$ cat config.mk
export PLATFORM = sky130hd
export DESIGN_NAME = button_press_hold_classifier
export DESIGN_NICKNAME = d
export VERILOG_FILES = /design/src/hdl/bphc_pkg.sv /design/src/hdl/bphc_cfg_regs.sv /design/src/hdl/bphc_step.sv /design/src/hdl/button_press_hold_classifier.sv
export SDC_FILE = /design/constraint.sdc
export NUM_CORES = 1
export LEC_CHECK = 0
export BUFFER_PORTS_ARGS = -buffer_cell sky130_fd_sc_hd__clkbuf_2
export CORE_AREA = 5 5 199 201
export CTS_CLUSTER_SIZE = 28
export DETAILED_ROUTE_END_ITERATION = 16
export DIE_AREA = 0 0 204 206
export PLACE_DENSITY = 0.67
export SETUP_SLACK_MARGIN = 0.4
export SLEW_MARGIN = 15
export SYNTH_ARGS = -nofsm -noshare
export SYNTH_HDL_FRONTEND = slang
export SYNTH_SLANG_ARGS = --single-unit
$ cat constraint.sdc
create_clock -name clk -period 5.8 [get_ports clk]
set_input_delay 0.58 -clock clk [delete_from_list [all_inputs] [get_ports clk]]
set_output_delay 0.58 -clock clk [all_outputs]
set_load 0.02 [all_outputs]
$ cat src/hdl/bphc_pkg.sv
// Shared types and constants for the button press and hold classifier.
package bphc_pkg;

	localparam int unsigned CfgIdxW  = 3;
	localparam int unsigned CfgDataW = 16;

	// Register indexes of the configuration port
	localparam logic [CfgIdxW-1:0] REG_ACTIVE_LEVEL     = 3'd0;
	localparam logic [CfgIdxW-1:0] REG_SHORT_HOLD_MS    = 3'd1;
	localparam logic [CfgIdxW-1:0] REG_MEDIUM_HOLD_MS   = 3'd2;
	localparam logic [CfgIdxW-1:0] REG_LONG_HOLD_MS     = 3'd3;
	localparam logic [CfgIdxW-1:0] REG_SHORT_REPEAT_MS  = 3'd4;
	localparam logic [CfgIdxW-1:0] REG_MEDIUM_REPEAT_MS = 3'd5;
	localparam logic [CfgIdxW-1:0] REG_LONG_REPEAT_MS   = 3'd6;

	// Event codes
	localparam logic [2:0] EV_NONE    = 3'd0;
	localparam logic [2:0] EV_PRESS   = 3'd1;
	localparam logic [2:0] EV_RELEASE = 3'd2;
	localparam logic [2:0] EV_SHORT   = 3'd3;
	localparam logic [2:0] EV_MEDIUM  = 3'd4;
	localparam logic [2:0] EV_LONG    = 3'd5;

	// Operations
	localparam logic OP_POLL    = 1'b0;
	localparam logic OP_RESTART = 1'b1;

	typedef struct packed {
		logic        op;
		logic        pin_level;
		logic [31:0] now_ms;
	} in_word_t;

	typedef struct packed {
		logic [2:0]  event_res;
		logic        pressed;
		logic [31:0] held_ms;
	} out_word_t;

	typedef struct packed {
		logic        active_level;
		logic [15:0] short_hold_ms;
		logic [15:0] medium_hold_ms;
		logic [15:0] long_hold_ms;
		logic [15:0] short_repeat_ms;
		logic [15:0] medium_repeat_ms;
		logic [15:0] long_repeat_ms;
	} cfg_t;

endpackage

$ cat src/hdl/bphc_cfg_regs.sv
// Configuration register file of the button press and hold classifier.
module bphc_cfg_regs (
	input  logic                           clk,
	input  logic                           arst_n,
	input  logic                           cfg_we,
	input  logic [bphc_pkg::CfgIdxW-1:0]   cfg_idx,
	input  logic [bphc_pkg::CfgDataW-1:0]  cfg_wdata,
	output bphc_pkg::cfg_t                 cfg
);

	bphc_pkg::cfg_t cfg_q;

	always_ff @(posedge clk or negedge arst_n) begin
		if (!arst_n) begin
			cfg_q.active_level     <= 1'b0;
			cfg_q.short_hold_ms    <= 16'd500;
			cfg_q.medium_hold_ms   <= 16'd1500;
			cfg_q.long_hold_ms     <= 16'd3000;
			cfg_q.short_repeat_ms  <= 16'd500;
			cfg_q.medium_repeat_ms <= 16'd250;
			cfg_q.long_repeat_ms   <= 16'd100;
		end else if (cfg_we) begin
			case (cfg_idx)
				bphc_pkg::REG_ACTIVE_LEVEL:     cfg_q.active_level     <= cfg_wdata[0];
				bphc_pkg::REG_SHORT_HOLD_MS:    cfg_q.short_hold_ms    <= cfg_wdata;
				bphc_pkg::REG_MEDIUM_HOLD_MS:   cfg_q.medium_hold_ms   <= cfg_wdata;
				bphc_pkg::REG_LONG_HOLD_MS:     cfg_q.long_hold_ms     <= cfg_wdata;
				bphc_pkg::REG_SHORT_REPEAT_MS:  cfg_q.short_repeat_ms  <= cfg_wdata;
				bphc_pkg::REG_MEDIUM_REPEAT_MS: cfg_q.medium_repeat_ms <= cfg_wdata;
				bphc_pkg::REG_LONG_REPEAT_MS:   cfg_q.long_repeat_ms   <= cfg_wdata;
				default: ;
			endcase
		end
	end

	assign cfg = cfg_q;

endmodule

$ cat src/hdl/bphc_step.sv
// Button state registers and the per-word classification logic.
module bphc_step (
	input  logic                clk,
	input  logic                arst_n,
	input  logic                advance,
	input  bphc_pkg::in_word_t  item,
	input  bphc_pkg::cfg_t      cfg,
	output bphc_pkg::out_word_t result
);

	logic        last_level_q;
	logic [31:0] press_start_q;
	logic [31:0] last_report_q;
	logic        timing_on_q;

	logic        level_nx;
	logic [31:0] press_start_nx;
	logic [31:0] last_report_nx;
	logic        timing_on_nx;
	logic [2:0]  ev;
	logic        down_nx;
	logic [31:0] hold;
	logic [31:0] gap;
	logic        ge_short, ge_medium, ge_long;

	assign hold      = item.now_ms - press_start_q;
	// Before the first timed report the gap counts from this very poll.
	assign gap       = timing_on_q ? (item.now_ms - last_report_q) : 32'd0;
	assign ge_short  = hold >= {16'd0, cfg.short_hold_ms};
	assign ge_medium = hold >= {16'd0, cfg.medium_hold_ms};
	assign ge_long   = hold >= {16'd0, cfg.long_hold_ms};

	always_comb begin
		level_nx       = last_level_q;
		press_start_nx = press_start_q;
		last_report_nx = last_report_q;
		timing_on_nx   = timing_on_q;
		ev             = bphc_pkg::EV_NONE;
		if (item.op == bphc_pkg::OP_RESTART) begin
			if (last_level_q == cfg.active_level) begin
				press_start_nx = item.now_ms;
			end
		end else if (item.pin_level != last_level_q) begin
			if (item.pin_level == cfg.active_level) begin
				ev             = bphc_pkg::EV_PRESS;
				press_start_nx = item.now_ms;
			end else begin
				ev             = bphc_pkg::EV_RELEASE;
				press_start_nx = 32'd0;
			end
			timing_on_nx = 1'b0;
			level_nx     = item.pin_level;
		end else if (last_level_q == cfg.active_level) begin
			timing_on_nx = 1'b1;
			if (ge_long && gap >= {16'd0, cfg.long_repeat_ms}) begin
				ev = bphc_pkg::EV_LONG;
			end else if (ge_medium && !ge_long && gap >= {16'd0, cfg.medium_repeat_ms}) begin
				ev = bphc_pkg::EV_MEDIUM;
			end else if (ge_short && !ge_medium && gap >= {16'd0, cfg.short_repeat_ms}) begin
				ev = bphc_pkg::EV_SHORT;
			end
			if (ev != bphc_pkg::EV_NONE || !timing_on_q) begin
				last_report_nx = item.now_ms;
			end
		end
	end

	assign down_nx          = level_nx == cfg.active_level;
	assign result.event_res = ev;
	assign result.pressed   = down_nx;
	assign result.held_ms   = down_nx ? (item.now_ms - press_start_nx) : 32'd0;

	always_ff @(posedge clk or negedge arst_n) begin
		if (!arst_n) begin
			last_level_q  <= 1'b1;
			press_start_q <= 32'd0;
			last_report_q <= 32'd0;
			timing_on_q   <= 1'b0;
		end else if (advance) begin
			last_level_q  <= level_nx;
			press_start_q <= press_start_nx;
			last_report_q <= last_report_nx;
			timing_on_q   <= timing_on_nx;
		end
	end

endmodule

$ cat src/hdl/button_press_hold_classifier.sv
// Top level of the button press and hold classifier.
//
// Input channel: in_valid / in_stall / in_word carry one poll or restart word
// (op, pin_level, now_ms). Output channel: out_valid / out_stall / out_word
// return exactly one result word (event_res, pressed, held_ms) per input word,
// in order.
// Flow: a word accepted into the input register is classified as it leaves;
// its result is written into the result register and shown on out_valid.
// Throughput: one word per cycle unless stalled. The input register and the
// result register form a two-deep pipeline; the button state is updated as
// each word leaves the input register, so consecutive words see each other's
// effects.
// When out_stall holds a pending result, the result register holds still, the
// input register fills, and in_stall rises once both are occupied.
// Configuration: cfg_we, cfg_idx and cfg_wdata write one register per edge;
// writes are meant for idle periods only. Unused indexes are ignored.
// Reset (arst_n low) empties both registers, restores the default thresholds
// and repeat gaps, and leaves the button released with no timing under way.
module button_press_hold_classifier (
	input  logic                           clk,
	input  logic                           arst_n,
	input  logic                           in_valid,
	output logic                           in_stall,
	input  bphc_pkg::in_word_t             in_word,
	output logic                           out_valid,
	input  logic                           out_stall,
	output bphc_pkg::out_word_t            out_word,
	input  logic                           cfg_we,
	input  logic [bphc_pkg::CfgIdxW-1:0]   cfg_idx,
	input  logic [bphc_pkg::CfgDataW-1:0]  cfg_wdata
);

	bphc_pkg::cfg_t      cfg;
	bphc_pkg::in_word_t  item_s1;
	logic                valid_s1;
	bphc_pkg::out_word_t result;
	bphc_pkg::out_word_t out_word_q;
	logic                out_valid_q;
	logic                move;

	// The pipeline moves whenever the result register is free or being taken.
	assign move     = !out_valid_q || !out_stall;
	assign in_stall = valid_s1 && !move;

	bphc_cfg_regs u_cfg (
		.clk       (clk),
		.arst_n    (arst_n),
		.cfg_we    (cfg_we),
		.cfg_idx   (cfg_idx),
		.cfg_wdata (cfg_wdata),
		.cfg       (cfg)
	);

	bphc_step u_step (
		.clk     (clk),
		.arst_n  (arst_n),
		.advance (valid_s1 && move),
		.item    (item_s1),
		.cfg     (cfg),
		.result  (result)
	);

	always_ff @(posedge clk or negedge arst_n) begin
		if (!arst_n) begin
			valid_s1 <= 1'b0;
		end else if (!in_stall) begin
			valid_s1 <= in_valid;
		end
	end

	always_ff @(posedge clk) begin
		if (in_valid && !in_stall) begin
			item_s1 <= in_word;
		end
	end

	always_ff @(posedge clk or negedge arst_n) begin
		if (!arst_n) begin
			out_valid_q <= 1'b0;
		end else if (move) begin
			out_valid_q <= valid_s1;
		end
	end

	always_ff @(posedge clk) begin
		if (move && valid_s1) begin
			out_word_q <= result;
		end
	end

	assign out_valid = out_valid_q;
	assign out_word  = out_word_q;

	// Released words never report a held time.
	a_released_no_hold: assert property (@(posedge clk) disable iff (!arst_n)
		out_valid && !out_word.pressed |-> out_word.held_ms == 32'd0)
		else $error("held_ms non-zero while released");

	// A press starts the hold timer at zero.
	a_press_zero: assert property (@(posedge clk) disable iff (!arst_n)
		out_valid && out_word.event_res == bphc_pkg::EV_PRESS
		|-> out_word.pressed && out_word.held_ms == 32'd0)
		else $error("press result without zero hold");

	// Short, medium and long hold events come only with the pressed flag set.
	a_event_vs_pressed: assert property (@(posedge clk) disable iff (!arst_n)
		out_valid && (out_word.event_res == bphc_pkg::EV_SHORT ||
		out_word.event_res == bphc_pkg::EV_MEDIUM ||
		out_word.event_res == bphc_pkg::EV_LONG) |-> out_word.pressed)
		else $error("hold event while released");

	// Input is only held back when both pipeline registers are occupied.
	a_stall_full: assert property (@(posedge clk) disable iff (!arst_n)
		in_stall |-> valid_s1 && out_valid_q && out_stall)
		else $error("input stalled with room in the pipeline");

endmodule
# Word level (Yosys, flattened, before mapping)
# Cells that the tools add are included.
# W data, S select, Z words.
[op_classes]
n_addsub = 3
magnitude_cmp = 6
eq_ne = 10
mux = 18
bitwise_logic = 2
reduce_logical = 29
[op_table]
columns = ["cell", "count"]
rows = [
  ["$ge A32 B16 Y1", 6],
  ["$mux W32", 5],
  ["$sub A32 B32 Y32", 3],
  ["$mux W3", 7],
  ["$reduce_and A2 Y1", 7],
  ["$eq A3 B3 Y1 const B", 3],
  ["$logic_and A1 B1 Y1", 8],
  ["$logic_not A1 Y1", 7],
  ["$eq A3 B2 Y1 const B", 2],
  ["$reduce_and A5 Y1", 1],
  ["$mux W1", 4],
  ["$mux W2", 2],
  ["$eq A1 B1 Y1", 3],
  ["$eq A3 B1 Y1 const B", 1],
  ["$logic_not A3 Y1", 1],
  ["$reduce_and A3 Y1", 1],
  ["$reduce_bool A3 Y1", 1],
  ["$logic_or A1 B1 Y1", 2],
  ["$not A1 Y1", 2],
  ["$reduce_bool A2 Y1", 1],
  ["$ne A1 B1 Y1", 1],
]
[totals]
regBits = 235
inputBits = 58
output_inout_bits = 38
word_cells = 87

# Logic depth before layout (Yosys ltp)
# Gate-level depths: netlist of run 1.
[depth]
word_depth = 14
ltp_mapped = 23

# Modules after synthesis
# Synthesis of run 1 repeated with hierarchy kept, for this count alone.
[hier_totals]
hier_cells = 1798
hier_area_um2 = 17568.1
[by_module_without_submodules]
columns = ["mod", "instances", "cells_each", "area_each_um2", "seq_area_each_um2"]
rows = [
  ["bphc_step", 1, 1509, 11484.8, 1652.8],
  ["bphc_cfg_regs", 1, 211, 3888.7, 2471.1],
  ["button_press_hold_classifier", 1, 78, 2194.6, 2152.1],
]

# Least setup slack after synthesis of run 1
# No wires, ideal clock.
[synth_timing]
kind = "reg-to-reg"
start = "register u_step.last_level_q"
end = "register out_word_q (netlist bit out_word[28]) (data pin)"
setup_ps = 266
arrival_ps = 4400
slack_ps = 1134
stages_incl_launch_ff = 21
path_buffers = 2
path_cell_list = "dfstp_2 > clkbuf_1 > nand3b_1 > o21ai_0 > clkbuf_1 > a221o_1 > nand2_1 > inv_1 > fa_1 > nor2b_1 > o21ai_0 > a2111oi_0 > nor4_1 > o31ai_1 > o211ai_1 > a311oi_1 > o22a_1 > a21o_1 > a21oi_1 > xor2_1 > nor2_1"
[synth_via]
elab_chain_len = 4
elab_cells_between_ends = 9
[synth_lines]
columns = ["element", "line", "rtl"]
rows = [
  ["start: declaration", "bphc_step.sv:11", "logic last_level_q;"],
  ["start signal: assignment", "bphc_step.sv:80", "last_level_q <= level_nx;"],
  ["$ne A1 B1 Y1 or $eq A1 B1 Y1 (tied branches)", "bphc_step.sv:43, bphc_step.sv:40", ""],
  ["$mux W32 (on tied branches)", "bphc_step.sv:43, bphc_step.sv:40", ""],
  ["$mux W32 (*)", "bphc_step.sv:39", "if (item.op == bphc_pkg::OP_RESTART) begin"],
  ["via u_step.press_start_nx[1]", "bphc_step.sv:17", "logic [31:0] press_start_nx;"],
  ["$sub A32 B32 Y32 (*)", "bphc_step.sv:71", "assign result.held_ms = down_nx ? (item.now_ms - press_start_nx) : 32'd0;"],
  ["end signal: assignment", "button_press_hold_classifier.sv:87", "out_word_q <= result;"],
  ["end: declaration", "button_press_hold_classifier.sv:37", "bphc_pkg::out_word_t out_word_q;"],
]
# Mark *: on every way through the listed nets, which the timed path passes. The rest lies on a longest branch.
# A chain may end at the register's enable or synchronous reset.

# Final worst setup path of run 1
# Ends and elaborated chain as after synthesis.

==> results of run 1 <==
==> final cells by class <==
| class | instances | share of cell area |
|---|---|---|
| Timing Repair Buffer | 136 | 0.0395 |
| Clock buffer | 37 | 0.0379 |
| Tap cell | 511 | 0.0313 |
| Multi-Input combinational cell | 1609 | 0.546 |
| Clock inverter | 15 | 0.00483 |
| Inverter | 183 | 0.0336 |
| Sequential cell | 235 | 0.307 |
==> cell families after synthesis <==
family	Yosys count	synth area share
flops	235	0.339
simple gates	682	0.171
compound gates	612	0.231
mux	64	0.0384
fa+ha+maj	191	0.130
xor+xnor	60	0.0288
buf+inv	284	0.0615
==> cells in the mapped netlist, types with 32 or more instances <==
cell type / count
nand2_1: 267
ha_1: 186
inv_1: 183
nor2_1: 138
o21ai_0: 130
dfrtp_1: 129
a21oi_1: 113
nand3_1: 94
clkbuf_1: 70
edfxtp_1: 70
mux2_2: 55
a21o_1: 44
a211o_1: 38
a221oi_1: 37
dfstp_2: 36
nor3_1: 35
xnor2_1: 33
a2bb2oi_1: 32
==> through the flow <==
stage	area [sq um]	cells
global route	20500	2726
floorplan	18500	2128
detailed placement	19500	2673
finish	20500	2726
global placement	19500	2673
CTS	20400	2726
==> registers in the layout, summed over array words and instances (netlist names) <==
signal and count:
u_cfg.cfg 97, item_s1 34, u_step.last_level_q 1, u_step.last_report_q 32
u_step.timing_on_q 1, valid_s1 1, out_word 36, u_step.press_start_q 32
out_valid 1
==> cells in the final DEF (no fill, tap or decap), drive strengths merged, types with 55 or more instances in the layout <==
cell type    n
inv        185
a21oi      116
ha         186
nor2       138
clkbuf     131
o21ai      145
nand2      267
nand3       94
dfrtp      129
mux2        55
edfxtp      70
==> report_power, final <==
| group | total, mW | switching [mW] | internal (mW) |
|---|---|---|---|
| Combinational | 5.99 | 3.64 | 2.35 |
| Clock | 1.70 | 0.754 | 0.944 |
| Sequential | 2.47 | 0.269 | 2.20 |
==> final timing paths <==
path | from | endpoint | slack, ns
min in group asynchronous | arst_n | u_step.press_start_q[2] | 0.60
worst max-delay path | u_step.last_level_q | out_word[28] | 0.69
worst max register to register | u_step.last_level_q | out_word[28] | 0.69
worst min-delay path | in_word[24] | item_s1[24] | 0.18
worst min register to register | u_cfg.cfg[31] | u_cfg.cfg[31] | 0.51
max in group asynchronous | arst_n | u_cfg.cfg[46] | 3.83
==> what timing repair did <==
action                                 4_1_cts  5_1_grt
hold buffers                                 1        0
setup buffers                                0        0
endpoints found under the hold margin        1        0
setup endpoints to repair                    0       37
gates resized for setup                      0        7
==> worst max-delay path, stage by stage (launching register included) <==
cell and delay (ns):
dfstp_4 0.76, nand3b_1 0.15, o21ai_2 0.12, a221oi_1 0.32
a31oi_1 0.09, ha_1 0.24, fa_1 0.38, nor2b_1 0.27
o21ai_0 0.19, a2111oi_1 0.53, nor4_1 0.18, o31ai_1 0.26
buf_4 0.17, o211ai_1 0.15, a311oi_1 0.36, o22a_1 0.28
a21o_1 0.13, a21oi_1 0.07, xor2_1 0.14, nor2_1 0.05
==> routing by layer <==
layer  track usage  wire [microns]  vias up
met3        0.0351            3320       81
met2         0.407           24700      502
met4        0.0560            1200        0
met1         0.334           23400     7904
met5             0               0        -
li1              -               -     7853
==> run_results.csv, run 1 <==
group,metric,value,unit
outcome,status,"completed",
pwr,leakagePower,9.07,nW
drt,remaining_drc_errors,0,
critical_path,worstSetupPathType,"flip-flop to flip-flop",
timing,whs,0.177,ns
floorplanning,die_area,0.0420,sq mm
critical_path,crit_fanout,21,
critical_path,cp.required,6.10,ns
timing,setup_slack,0.691,ns
clocking,clk_pin_slew,0.06,ns
clocking,cts_tree,"done",
drt,drt-initial-drc-count,1162,
timing,worst_pin_slew,1.00,ns
cells_and_area,areaGrowthSynthToFinish,10.6,%
drt,vias,16300,
synth,synth_fp_nets,2375,
grt,antenna_found_initial,1,
cells_and_area,multi_input_area,0.0112,sq mm
clocking,root_buffer,"clkbuf_16",
synth,synth.yosys.seq_area_share,0.339,
drt,wire_per_inst,19.3,microns
timing,min_period,5.11,ns
timing,rsz0062_at_grt,"false",
synth,yosysTopAreaCell,"dfrtp_1",
critical_path,r2r_cells,19,
cells_and_area,register_area,0.00628,sq mm
grt,grt-ovfl-total,0,
synth,synth_edf_count,70,
synth,synth_warnings,0,
critical_path,crit_path_end_kind,"flip-flop",
floorplanning,placementRows,71,
cells_and_area,fin_nets,2440,
timing,final.setup_skew,0.0273,ns
critical_path,arrival,5.41,ns
cells_and_area,final_core_util,0.547,
critical_path,start_kind,"flip-flop",
floorplanning,die_y,206,microns
grt,grt_pass1_vias,15500,
synth,synth_top_area_frac,0.175,
drt,viasPerCell,5.99,
placed_design,gp_congestion,0.947,
synth,synth_ff_type,"dfrtp_1",
timing,slew_violations,0,
drt,drtPass1Iterations,5,
clocking,clock_latency,0.57,ns
grt,grt_start_max_net_pins,74,
timing,setup_violations,0,
cells_and_area,nFillCells,3389,
timing,final-hold-violation-count,0,
pwr,powerDensity,497,mW/mm^2
pwr,finalPower,10.2,mW
cells_and_area,drive_gt1_frac,0.154,
clocking,cts_made_buffers,28,
synth,synthDistinctLibCells,86,
timing,fin_crit_sh,0.881,
drt,ant_nets,0,
synth,syn_avg_cell_area,8.69,sq um
placed_design,place_ws,0.682,ns
floorplanning,core_area,0.0374,sq mm
synth,ys_ff_latch,235,
clocking,clk_path_buf_depth,3,
floorplanning,start_util,0.494,
synth,synth.area.top_cells,"dfrtp_1 (17%), ha_1 (13%), edfxtp_1 (11%)",
grt,grt_pass1_wl,82.5,mm
placed_design,hpwlAfterDp,39.6,mm
synth,async_flop_share,0.702,
synth,netlist_instances,2128,
timing,finalSetupTns,0,ns
cells_and_area,n_antenna_cell,0,
pwr,peakVddDrop,0.000313,V
synth,netlist_area,0.0185,sq mm
drt,wl,52.7,mm
clocking,cts_sinks,235,
min_path,hold_path.class,"input port to flip-flop",
timing,max_freq,0.196,GHz
timing,slew_headroom,0.327,
floorplanning,die_width,204,microns
min_path,worstHoldPathCells,1,
floorplanning,ioPinCount,96,
clocking,htreeDepth,1,
flow_run,maxCapViolCount,0,
placed_design,portBuffers,95,
grt,grt_use_total,0.242,
(Power assumes the default switching activity.)
==> run 2: changes to the inputs <==
--- a/config.mk
+++ b/config.mk
@@ -6,13 +6,16 @@
 export NUM_CORES = 1
 export LEC_CHECK = 0
 export BUFFER_PORTS_ARGS = -buffer_cell sky130_fd_sc_hd__clkbuf_2
-export CORE_AREA = 5 5 199 201
+export CELL_PAD_IN_SITES_DETAIL_PLACEMENT = 0
+export CELL_PAD_IN_SITES_GLOBAL_PLACEMENT = 2
+export CORE_AREA = 5 5 224 226
 export CTS_CLUSTER_SIZE = 28
 export DETAILED_ROUTE_END_ITERATION = 16
-export DIE_AREA = 0 0 204 206
-export PLACE_DENSITY = 0.67
+export DIE_AREA = 0 0 229 231
+export PLACE_DENSITY_LB_ADDON = 0.1
 export SETUP_SLACK_MARGIN = 0.4
 export SLEW_MARGIN = 15
 export SYNTH_ARGS = -nofsm -noshare
 export SYNTH_HDL_FRONTEND = slang
 export SYNTH_SLANG_ARGS = --single-unit
+export TNS_END_PERCENT = 20
==> run_results.csv, run 2 (synthesis gave the netlist of run 1 again) <==
group,metric,value,unit
critical_path,start_kind,"flip-flop",
min_path,min_to,"item_s1[29]",
timing,final-hold-violation-count,0,
critical_path,crit_path_end_kind,"flip-flop",
clocking,root_buffer,"clkbuf_16",
drt,remaining_drc_errors,0,
clocking,cts_tree,"done",
grt,grt_start_max_net_pins,111,
timing,min_period,5.04,ns
flow_run,maxCapViolCount,0,
floorplanning,core_area,0.0481,sq mm
grt,grt-ovfl-total,0,
critical_path,crit_fanout,17,
clocking,clock_latency,0.58,ns
critical_path,worstSetupPathType,"flip-flop to flip-flop",
pwr,finalPower,10.4,mW
pwr,powerDensity,502,mW/mm^2
timing,slew_violations,0,
floorplanning,ioPinCount,96,
floorplanning,die_width,229,microns
grt,met1_usage,0.311,
drt,wl,57.8,mm
critical_path,arrival,5.49,ns
drt,drtPass1Iterations,7,
grt,busiest_layer,"met2",
pwr,peakVddDrop,0.000298,V
cells_and_area,fin_nets,2446,
critical_path,ff2ff_setup_slack,0.76,ns
timing,fin_crit_sh,0.869,
floorplanning,die_area,0.0529,sq mm
outcome,status,"completed",
grt,antenna_found_initial,3,
timing,worst_pin_slew,1.10,ns
cells_and_area,areaGrowthSynthToFinish,12.2,%
floorplanning,placementRows,81,
placed_design,portBuffers,95,
clocking,cts_made_buffers,29,
grt,grt_pass1_vias,15600,
cells_and_area,final_cell_count_no_fill,2846,
min_path,hold_path.class,"input port to flip-flop",
grt,met3_usage,0.0279,
placed_design,hpwlAfterDp,43.3,mm
pwr,leakagePower,9.13,nW
critical_path,r2r_cells,24,
grt,use_met2,0.347,
placed_design,gp_congestion,0.862,
critical_path,cp-startpoint,"item_s1[0]",
timing,setup_slack,0.761,ns
clocking,clk_pin_slew,0.06,ns
clocking,clk_path_buf_depth,3,
grt,grt_use_total,0.214,
cells_and_area,fin_area,0.0207,sq mm
critical_path,worst_r2r_endpoint,"u_step.last_report_q[8]",
placed_design,dp.cells,2789,
timing,final.setup_skew,0.0151,ns
drt,ant_nets,0,
cells_and_area,drive_gt1_frac,0.157,
min_path,min_from,"in_word[29]",
cells_and_area,largest_reg_flops,97,
clocking,cts_sinks,235,
placed_design,placed_area,0.0197,sq mm
grt,grt_pass1_wl,90.8,mm
min_path,worstHoldPathCells,1,
timing,setup_violations,0,
drt,vias,16000,
drt,drt-initial-drc-count,1122,
cells_and_area,final_common_cell,"nand2_1",
cells_and_area,final_cell_mix,"nand2_1 (266), ha_1 (186), inv_1 (181)",
timing,rsz0062_at_grt,"true",
cells_and_area,final_core_util,0.431,
timing,finalSetupTns,0,ns
floorplanning,start_util,0.384,
cells_and_area,nFillCells,4786,
timing,whs,0.183,ns
critical_path,cp.required,6.25,ns
floorplanning,die_y,231,microns
drt,wire_per_inst,20.3,microns
timing,max_freq,0.198,GHz
critical_path,timing.rr.start,"item_s1[0]",
clocking,htreeDepth,1,
timing,slew_headroom,0.260,
placed_design,place_ws,0.411,ns
drt,viasPerCell,5.62,
==> run 2: cell types whose count changed in the layout (fill, tap and decap cells not counted), moves of 2 or more <==
cell / delta
buf_12: +2
bufinv_16: +2
clkinv_2: -3
diode_2: +2
buf_4: +4
clkinv_1: +2
inv_2: +2
==> run 2: worst max path at each step <==
stage,to,slack (ns),cells past startpoint
6_report,u_step.last_report_q[8],0.76,24
5_1_grt,out_word[28],0.37,19
4_1_cts,out_word[28],0.45,19
3_5_place_dp,out_word[28],0.41,19
3_3_place_gp,out_word[28],0.38,19
2_1_floorplan,out_word[28],1.13,20
==> run 2: cell type report <==
cell class	instances	area, sq um	share of cell area
Sequential cell	235	6280	0.303
Clock inverter	16	138	0.00664
Tap cell	622	778	0.0375
Clock buffer	38	790	0.0381
Multi-Input combinational cell	1609	11200	0.540
Inverter	183	687	0.0331
Antenna cell	2	5.00	0.000241
Timing Repair Buffer	141	867	0.0418
==> run 2: per-layer routing <==
metal	share of wire	routed length, microns
met1	0.48	27900
met2	0.45	26100
met4	0.018	1050
met5	0	0
met3	0.047	2690
==> run 2: report_power, final <==
group          internal, mW  switching (mW)  total (mW)
clock network          1.04           0.763        1.81
logic                  2.41            3.71        6.12
registers              2.20           0.280        2.48
total                  5.66            4.75        10.4
==> run 2: timing repair <==
item,in CTS,in global routing
hold buffers,1,0
gates resized for setup,1,11
setup endpoints to repair,1,38
setup buffers,0,0
endpoints found under the hold margin,2,0
==> run 2: worst max-delay path: stages, from the launching register on <==
cell	delay, ns
edfxtp_1	0.46
inv_1	0.19
ha_1	0.22
fa_1	0.21
nor2b_2	0.07
o31ai_4	0.38
nand2b_1	0.10
a21oi_1	0.19
xor2_1	0.09
nor2_1	0.23
ha_1	0.30
a21oi_1	0.16
nor2b_1	0.07
or4_1	0.39
a21o_1	0.16
a21oi_1	0.13
maj3_1	0.23
o2bb2ai_1	0.14
buf_4	0.19
o2111a_1	0.19
nand3_1	0.15
a21oi_2	0.21
buf_4	0.26
a211o_1	0.14
nand3_1	0.06
==> run 3: changes to the inputs <==
--- a/config.mk
+++ b/config.mk
@@ -13,6 +13,7 @@
 export DETAILED_ROUTE_END_ITERATION = 16
 export DIE_AREA = 0 0 229 231
 export PLACE_DENSITY_LB_ADDON = 0.1
+export RECOVER_POWER = 100
 export SETUP_SLACK_MARGIN = 0.4
 export SLEW_MARGIN = 15
 export SYNTH_ARGS = -nofsm -noshare
==> run_results.csv, run 3 (synthesis gave the netlist of run 1 again) <==
group,metric,value,unit
critical_path,r2r_cells,21,
pwr,p_int,5.64,mW
clocking,clock_latency,0.58,ns
clocking,root_buffer,"clkbuf_16",
drt,viasPerCell,5.62,
floorplanning,die_y,231,microns
pwr,peakVddDrop,0.000298,V
clocking,cts_tree,"done",
drt,drtPass1Iterations,7,
placed_design,gp_congestion,0.862,
placed_design,hpwlAfterDp,43.3,mm
critical_path,worst_r2r_endpoint,"u_step.last_report_q[8]",
critical_path,cp.required,6.25,ns
timing,worst_pin_slew,3.77,ns
cells_and_area,largest_reg_flops,97,
drt,wire_per_inst,20.3,microns
timing,rsz0062_at_grt,"true",
cells_and_area,areaGrowthSynthToFinish,11.5,%
floorplanning,placementRows,81,
floorplanning,core_area,0.0481,sq mm
clocking,clk_path_buf_depth,3,
cells_and_area,fin_nets,2446,
cells_and_area,final_common_cell,"nand2_1",
pwr,power_frac_comb,0.587,
clocking,cts_made_buffers,29,
clocking,post_cts_buffers,0,
critical_path,start_kind,"flip-flop",
grt,grt-ovfl-total,0,
drt,drt-initial-drc-count,1069,
outcome,status,"complete, but fails checks",
timing,final-hold-violation-count,0,
floorplanning,die_area,0.0529,sq mm
floorplanning,ioPinCount,96,
min_path,hold_path.class,"input port to flip-flop",
pwr,seqPwrFrac,0.239,
critical_path,endpoint,"u_step.last_report_q[8]",
critical_path,worstSetupPathType,"flip-flop to flip-flop",
timing,setup_violations,0,
drt,wl,57.7,mm
timing,slew_headroom,-1.52,
grt,grt_pass1_vias,15600,
timing,slew_violations,161,
pwr,powerDensity,504,mW/mm^2
grt,antenna_found_initial,3,
timing,final.setup_skew,0.0134,ns
timing,fin_crit_sh,0.902,
drt,remaining_drc_errors,0,
critical_path,ff2ff_setup_slack,0.57,ns
placed_design,portBuffers,95,
drt,ant_nets,0,
floorplanning,die_width,229,microns
cells_and_area,final_cell_mix,"nand2_1 (267), ha_1 (186), inv_1 (182)",
timing,max_freq,0.191,GHz
grt,grt_use_total,0.214,
critical_path,arrival,5.68,ns
outcome,violations,"max-capacitance violations, max-slew violations",
clocking,cts_sinks,235,
critical_path,timing.rr.start,"item_s1[1]",
pwr,power_switching,4.75,mW
pwr,pwr-share-clk,0.174,
timing,min_period,5.23,ns
critical_path,crit_fanout,17,
clocking,clk_pin_slew,0.06,ns
flow_run,maxCapViolCount,4,
drt,vias,16000,
critical_path,cp-startpoint,"item_s1[1]",
grt,grt_start_max_net_pins,111,
pwr,switching_share,0.457,
cells_and_area,drive_gt1_frac,0.127,
pwr,leakagePower,8.95,nW
cells_and_area,final_core_util,0.428,
critical_path,crit_path_end_kind,"flip-flop",
timing,finalSetupTns,0,ns
clocking,htreeDepth,1,
floorplanning,start_util,0.384,
grt,grt_pass1_wl,90.8,mm
[run 3: cell count changes in the layout (fill, tap and decap cells not counted), moves of 2 or more]
| cell | before | now |
|---|---|---|
| o21ai_0 | 127 | 129 |
| clkbuf_2 | 94 | 44 |
| and2_1 | 13 | 11 |
| and2_0 | 0 | 3 |
| clkbuf_1 | 6 | 63 |
| nor3b_1 | 7 | 9 |
| buf_4 | 42 | 36 |
| o21ai_1 | 17 | 15 |
| nor3b_2 | 2 | 0 |
[run 3: how the worst min path moves through the flow]
stage,start,end,slack (ns),cells after the start
2_1_floorplan,arst_n,out_valid,0.28,0
4_1_cts,in_word[29],item_s1[29],0.14,1
5_1_grt,in_word[29],item_s1[29],0.16,1
6_report,in_word[29],item_s1[29],0.18,1
3_3_place_gp,u_cfg.cfg[12],u_cfg.cfg[12],0.49,1
3_5_place_dp,u_cfg.cfg[13],u_cfg.cfg[13],0.49,1
[run 3: per-stage QoR]
stage / instance area (sq um) / power [mW] / instances / hold slack, ns / setup slack (ns)
after floorplan: 18500 / 6.90 / 2128 / 0.284 / 1.13
after global placement: 19700 / 8.55 / 2789 / 0.488 / 0.377
after detailed placement: 19700 / 8.61 / 2789 / 0.493 / 0.411
after CTS: 20700 / 10.5 / 2844 / 0.145 / 0.448
after global routing: 20600 / 11.4 / 2844 / 0.160 / 0.219
final: 20600 / 10.4 / 2845 / 0.182 / 0.570
[run 3: layout make-up]
cell class	count	area [sq um]
Fill cell	4817	27500
Multi-Input combinational cell	1609	11200
Sequential cell	235	6280
Clock buffer	38	790
Tap cell	622	778
Timing Repair Buffer	141	774
Inverter	183	687
Clock inverter	16	138
Antenna cell	1	2.50
[run 3: power by group through the flow]
stage / Clock (mW) / Sequential, mW / Combinational (mW)
after floorplan: 0 / 2.49 / 4.41
after global placement: 0 / 2.49 / 6.06
after detailed placement: 0 / 2.50 / 6.11
after CTS: 1.86 / 2.48 / 6.15
after global routing: 1.93 / 2.54 / 6.90
final: 1.81 / 2.49 / 6.10
[run 3: timing repair]
action,in CTS,in global routing
hold buffers,1,0
gates cloned,0,0
endpoints found under the hold margin,2,0
resized for setup,1,11
setup endpoints to repair,1,38
[run 3: metal layers]
metal  part of all wire  up-vias  track usage
met5                  0        -            0
li1                   -     7865            -
met4              0.018        0       0.0368
met2               0.45      316        0.347
met3              0.048       51       0.0279
met1               0.48     7760        0.311
[run 3: worst max-delay path: stages, from the launching register on]
cell and delay, ns:
edfxtp_1 0.53, ha_1 0.34, nor2b_1 0.14, o31ai_1 0.39
a21o_1 0.26, and2_0 0.20, xnor2_1 0.08, nor2_1 0.28
ha_1 0.31, nor2b_1 0.14, or4_1 0.39, a21o_1 0.16
a21oi_1 0.13, maj3_1 0.23, o2bb2ai_1 0.14, buf_4 0.19
o2111a_1 0.19, nand3_1 0.14, a21oi_1 0.23, clkbuf_2 0.41
a211o_1 0.16, nand3_1 0.06
